===== src/rtl/core/crmp_pkg.sv =====
// Shared types and constants for the 3x3 conv / ReLU / 2x2 max pool stream.
// No dependencies; imported by crmp_cell and the top level.
`timescale 1ns / 1ps
`default_nettype none

package crmp_pkg;

    localparam int PIX_W        = 8;
    localparam int KERNEL_SIZE  = 3;
    localparam int COEF_W       = 8;
    localparam int PROD1_W      = 17;
    localparam int DOT_W        = 19;
    localparam int SUM_W        = 20;
    localparam int SCALE_W      = 24;
    localparam int BIAS_W       = 16;
    localparam int PROD_W       = 44;
    localparam int FRAC_BITS    = 16;
    localparam int WIDTH_W      = 11;
    localparam int HEIGHT_W     = 16;
    localparam int CFG_ADDR_W   = 3;
    localparam int CFG_DATA_W   = 24;
    localparam int MAX_WIDTH_DEF = 1024;
    localparam int PIX_MAX      = 255;

    localparam logic [WIDTH_W-1:0]    RST_WIDTH  = 11'd1024;
    localparam logic [HEIGHT_W-1:0]   RST_HEIGHT = 16'd1024;
    localparam logic [CFG_DATA_W-1:0] RST_COEF_TOP = 24'd0;
    localparam logic [CFG_DATA_W-1:0] RST_COEF_MID = 24'd65536;
    localparam logic [CFG_DATA_W-1:0] RST_COEF_BOT = 24'd0;
    localparam logic [SCALE_W-1:0]    RST_SCALE  = 24'd65536;
    localparam logic [BIAS_W-1:0]     RST_BIAS   = 16'd0;

    typedef enum logic [CFG_ADDR_W-1:0] {
        CFG_IMAGE_WIDTH  = 3'd0,
        CFG_IMAGE_HEIGHT = 3'd1,
        CFG_COEFF_TOP    = 3'd2,
        CFG_COEFF_MID    = 3'd3,
        CFG_COEFF_BOT    = 3'd4,
        CFG_SCALE        = 3'd5,
        CFG_BIAS         = 3'd6
    } cfg_reg_e;

    typedef enum logic [2:0] {
        ST_IDLE,
        ST_LOAD,
        ST_NEXT,
        ST_DOT,
        ST_SCALE,
        ST_CLAMP,
        ST_POOL
    } fsm_state_t;

    // pending conv centers, processed in this order
    localparam int JOB_A = 0;  // (x-1, y-1)
    localparam int JOB_C = 1;  // (x-1, y), bottom row
    localparam int JOB_B = 2;  // (w-1, y-1), right column
    localparam int JOB_D = 3;  // (w-1, y), bottom right
    localparam int JOB_N = 4;

    typedef logic [KERNEL_SIZE-1:0][PIX_W-1:0]  pix_col_t;
    typedef logic [KERNEL_SIZE-1:0][COEF_W-1:0] coef_col_t;

    typedef struct packed {
        logic shift;
        logic up;
    } cell_ctrl_t;

endpackage

`default_nettype wire


===== src/rtl/core/crmp_cell.sv =====
// One window column cell: holds three pixels, registers its column dot product
// and adds it onto the running sum from its left neighbor. Uses crmp_pkg.
`timescale 1ns / 1ps
`default_nettype none

module crmp_cell
    import crmp_pkg::*;
(
    input  wire logic                    aclk,
    input  wire logic                    aresetn,
    input  wire cell_ctrl_t              ctrl,
    input  wire pix_col_t                col_in,
    input  wire coef_col_t               coef,
    input  wire logic signed [SUM_W-1:0] psum_in,
    output pix_col_t                     col_out,
    output logic signed [SUM_W-1:0]      psum_out
);

    pix_col_t                   col_reg;
    pix_col_t                   taps;
    logic signed [PROD1_W-1:0]  prod [KERNEL_SIZE];
    logic signed [DOT_W-1:0]    dot_next;
    logic signed [DOT_W-1:0]    dot_reg;

    always_ff @(posedge aclk) begin
        if (!aresetn) begin
            col_reg <= '0;
        end else if (ctrl.shift) begin
            col_reg <= col_in;
        end
    end

    // up mode: rows move up one, bottom row padded with zero
    always_comb begin
        if (ctrl.up) begin
            taps[0] = col_reg[1];
            taps[1] = col_reg[2];
            taps[2] = '0;
        end else begin
            taps = col_reg;
        end
        for (int r = 0; r < KERNEL_SIZE; r++) begin
            prod[r] = PROD1_W'($signed({1'b0, taps[r]}) * $signed(coef[r]));
        end
        dot_next = DOT_W'(prod[0]) + DOT_W'(prod[1]) + DOT_W'(prod[2]);
    end

    always_ff @(posedge aclk) begin
        dot_reg <= dot_next;
    end

    assign col_out  = col_reg;
    assign psum_out = psum_in + SUM_W'(dot_reg);

endmodule

`default_nettype wire


===== config.mk =====
export PLATFORM = sky130hd
export DESIGN_NAME = crmp_cell
export DESIGN_NICKNAME = d
export VERILOG_FILES = /design/src/rtl/core/crmp_pkg.sv /design/src/rtl/core/crmp_cell.sv
export SDC_FILE = /design/constraint.sdc
export NUM_CORES = 1
export LEC_CHECK = 0
export BUFFER_PORTS_ARGS = -buffer_cell sky130_fd_sc_hd__buf_2
export CAP_MARGIN = 10
export CORE_ASPECT_RATIO = 0.7
export CORE_UTILIZATION = 25
export CTS_CLUSTER_SIZE = 8
export DETAILED_ROUTE_END_ITERATION = 8
export PLACE_DENSITY = 0.5
export SLEW_MARGIN = 20
export SYNTH_ARGS = -nofsm -noshare
export SYNTH_HDL_FRONTEND = slang
export SYNTH_SLANG_ARGS = --single-unit

===== constraint.sdc =====
create_clock -name aclk -period 23.2 [get_ports aclk]
set_clock_uncertainty 0.15 [all_clocks]
set_input_delay 3.48 -clock aclk [delete_from_list [all_inputs] [get_ports aclk]]
set_output_delay 3.48 -clock aclk [all_outputs]
set_load 0.01 [all_outputs]

; ---- Word-level counts from Yosys, hierarchy flattened
; Index checks and enable logic that the tools add are counted.
; Widths: inputs -> output; s select.
[op_classes]
n_mul = 3
addsub = 3
mux = 1
[op_table]
columns = op, count
row1 = $mul 9x8->17, 3
row2 = $mux 24, 1
row3 = $add 20x19->20, 1
row4 = $add 18x17->19, 1
row5 = $add 17x17->18, 1
[word_totals]
inputBits = 72
output_inout_bits = 44
word_cells = 11
regBits = 43

; ---- Depth between registers and ports, before layout
[depth]
depth_word = 4
mapped_depth = 26
depth_no_buf = 23

; ---- Worst setup path after synthesis
; No wires, ideal clock.
[synth_timing]
kind = in2reg
from = input ctrl[0] in the netlist's numbering
to = register dot_reg[18]
t_required_ns = 22.978
setup_time_ns = 0.072
t_arrival_ns = 9.985
path_buffers = 2
cell_stages = 23
slack_ns = 12.993
cell_sequence = clkbuf_1 > clkbuf_1 > mux2_2 > and2_1 > fa_1 > fa_1 > inv_1 > fa_1 > fa_1 > inv_1 > fa_1 > inv_1 > fa_1 > inv_1 > fa_1 > ha_1 > and3_1 > a221oi_2 > a21oi_2 > a221o_1 > a21o_1 > a21oi_2 > xnor2_1
[synth_via]
elab_chain_cells = 4
word_cells_on_any_way = 6
classes_between = 2 x add/sub / 3 x mul / 1 x mux
[synth_lines]
columns = item, line
row1 = start: declaration, crmp_cell.sv:11  ; input wire cell_ctrl_t ctrl,
row2 = $mux 24 *, crmp_cell.sv:35  ; if (ctrl.up) begin
row3 = $mul 9x8->17, crmp_cell.sv:43  ; prod[r] = PROD1_W'($signed({1'b0, taps[r]}) * $signed(coef[r]));
row4 = $add 17x17->18, crmp_cell.sv:45  ; dot_next = DOT_W'(prod[0]) + DOT_W'(prod[1]) + DOT_W'(prod[2]);
row5 = $add 18x17->19 *, crmp_cell.sv:45
row6 = net dot_next[18], crmp_cell.sv:22  ; logic signed [DOT_W-1:0] dot_next;
row7 = end signal: assignment, crmp_cell.sv:49  ; dot_reg <= dot_next;
row8 = end: declaration, crmp_cell.sv:23  ; logic signed [DOT_W-1:0] dot_reg;
; Mark *: on every way through the listed nets, which the timed path passes. The rest lies on a longest branch.
; A chain may end at the register's enable or synchronous reset.

; ---- Final worst setup path
; Same ends and word-level chain as after synthesis.

==> reports/qor.yml <==
tns_ns: 0
slew_violations: 0
syn2layout_area_growth_pct: 14.3
crit_path_frequent_cell: "fa_1"
cts_buffer_depth: 2
drcViolationCount: 0
placedInstanceArea_sq_mm: 0.0107
synth-edff-count: 0
drive_gt1_frac: 0.125
r2r-end: "dot_reg[18]$_DFF_P_"
yosys.area.top_type: "fa_1"
crit_path_start: "ctrl[0]"
synth_top_area_frac: 0.350
worstMarginPinSlew_ns: 0.894
synthTopCellsByArea: "fa_1 35%, ha_1 17%, inv_1 9.9%, dfxtp_1 9.0%, nor2b_1 4.6%"
drv_cap: 0
syn_nets: 1405
worstPathMaxFanout: 24
critPathKind: "in -> reg"
cp.arrival_ns: 10.47
ant_nets: 0
multi_input_area_sq_mm: 0.00770
syn_inst: 1036
htree_num_levels: 2
largest_reg_flops: 24
cp.required_ns: 23.28
status: "completed"
postCtsHoldBufs: 0
track_usage: 0.136
r2r_start: "col_out[19]$_SDFFE_PN0P_"
io_buffers: 115
viasPerCell: 4.27
worst_slack_ns: 12.82
final_cell_area_sq_mm: 0.0109
crit_chain: "buf_2, mux2i_1, nor2b_1, fa_1, inv_1, fa_1, inv_1, fa_1, fa_1, fa_1, fa_1, inv_1, fa_1, inv_1, ha_1, and3_1, a221oi_2, a21oi_2, a221o_1, a21o_1, a21oi_2, xnor2_1"
fin_crit_sh: 0.448
wl_per_cell_um: 15.2
yosysWarnings: 0
fp.dieH_um: 165
critPathMaxStageDelay_ns: 0.78
n_antenna_cell: 0
max_slew_margin: 0.387
drt_iter0_drc: 335
fillers: 4013
dp_hpwl_um: 22500
crit_path_start_kind: "input port"
via_count: 7013
reg2reg_slack_ns: 16.17
nets: 1522
wl_um: 24900
setup_viol: 0
reg2regPathDepth: 20
grt_antenna_before_repair: 0
syn_area_sq_mm: 0.00954
ff_latch_area_sq_um: 861
rsz0062_at_grt: "no"
finalCriticalPeriod_ns: 10.39
synth_common_cells: "251 x inv_1, 167 x fa_1, 130 x ha_1, 71 x nand2_1, 70 x nor2b_1"
die_x_um: 236
hold_viol: 0
yosysSeqAreaShare: 0.0902
gp_congestion: 0.868
grt_max_degree: 25
critPathSlowestCell: "mux2i_1"
vdd_drop_max_v: 0.0000816
rows: 59
clkTransAtPathRegs_ns: 0.07
worst_skew_pair.late_latency_ns: 0.30
cts_tree: "done"
grt_overflow: 0
cts_buffers: 5
p_leak_nw: 5.74
worstSetupEndpointType: "register"
drt_first_pass_iters: 5
async_reset_ff_frac: 0
clock_sinks: 43
synth.distinct_cells: 46
power_density_mw_per_mm2: 103
endpoint: "dot_reg[18]$_DFF_P_"
grt_pass1_vias: 7287
hp-class: "reg -> reg"
post_cts_resized: 0
fmax_ghz: 0.0963
grt_pass1_wl_um: 40700
initial_core_util: 0.255
synth_most_common_cell: "inv_1"
ys_seq_elements: 43
die_area_sq_mm: 0.0390
io_pins: 116
coreArea_sq_mm: 0.0374
cts_root_buffer: "clkbuf_16"
post_cts_buffers: 0
place_ws_ns: 12.49
avgSynthCellArea_sq_um: 9.21
ys.flop_type: "dfxtp_1"
layout by cell type, fill, tap and decap left out, drive strengths merged, types with 15 or more instances in the layout:
| cell | n |
|---|---|
| nor2 | 37 |
| dfxtp | 43 |
| mux2i | 30 |
| inv | 251 |
| nand2 | 71 |
| nor2b | 70 |
| a21oi | 23 |
| xnor2 | 24 |
| buf | 120 |
| fa | 167 |
| ha | 130 |
| a21o | 15 |
| and2 | 69 |
| nand2b | 17 |
worst max-delay path: cells and delay by family:
family                   cells  cell delay (ns)
XOR/XNOR                     1             0.13
buffers and inverters        5             0.67
adder cells (fa/ha/maj)      8             3.74
multiplexers                 1             0.78
AND/OR/NAND/NOR              2             0.34
AO/OA/AOI/OAI                5             1.30
worst min path at each step:
stage,startpoint,to,depth (start not counted)
finish,col_out[7]$_SDFFE_PN0P_,col_out[7]$_SDFFE_PN0P_,2
global route,col_out[7]$_SDFFE_PN0P_,col_out[7]$_SDFFE_PN0P_,2
CTS,col_out[7]$_SDFFE_PN0P_,col_out[7]$_SDFFE_PN0P_,2
detailed placement,col_out[7]$_SDFFE_PN0P_,col_out[7]$_SDFFE_PN0P_,2
global placement,col_out[23]$_SDFFE_PN0P_,col_out[23]$_SDFFE_PN0P_,2
floorplan,col_out[3]$_SDFFE_PN0P_,col_out[3]$_SDFFE_PN0P_,2
cells by family after synthesis:
logic type / synth area share
buf+inv: 0.103
fa+ha+maj: 0.521
mux: 0.0433
compound gates: 0.0589
flops: 0.0902
simple gates: 0.155
xor+xnor: 0.0294
through the flow:
step	util	total power, W	std cells	hold slack, ns
6_report	0.292	0.00112	1642	0.419
5_1_grt	0.292	0.00127	1642	0.434
4_1_cts	0.292	0.00114	1642	0.416
3_5_place_dp	0.287	0.00104	1634	0.406
3_3_place_gp	0.287	0.00104	1634	0.398
2_1_floorplan	-	0.000813	1036	0.398
power breakdown:
part / switching (W) / internal (W) / total (W)
clock network: 0.0000327 / 0.0000536 / 0.0000863
registers: 0.00000970 / 0.000103 / 0.000113
logic: 0.000513 / 0.000408 / 0.000921
layer usage:
| metal | routed length [um] | vias up | GRT usage |
|---|---|---|---|
| met4 | 144 | 0 | 0.0110 |
| met3 | 1300 | 13 | 0.0236 |
| met1 | 13000 | 3432 | 0.208 |
| met5 | 0 | - | 0 |
| li1 | - | 3412 | - |
| met2 | 10500 | 156 | 0.205 |
layout make-up:
type,instances,area share
clock buffers,6,0.0127
clock inverters,2,0.00321
inverters,251,0.0864
multi-input cells,732,0.706
repair buffers,120,0.0562
well taps,488,0.0560
flip-flops and latches,43,0.0790
Note: power is estimated with default switching activity, not from simulation.
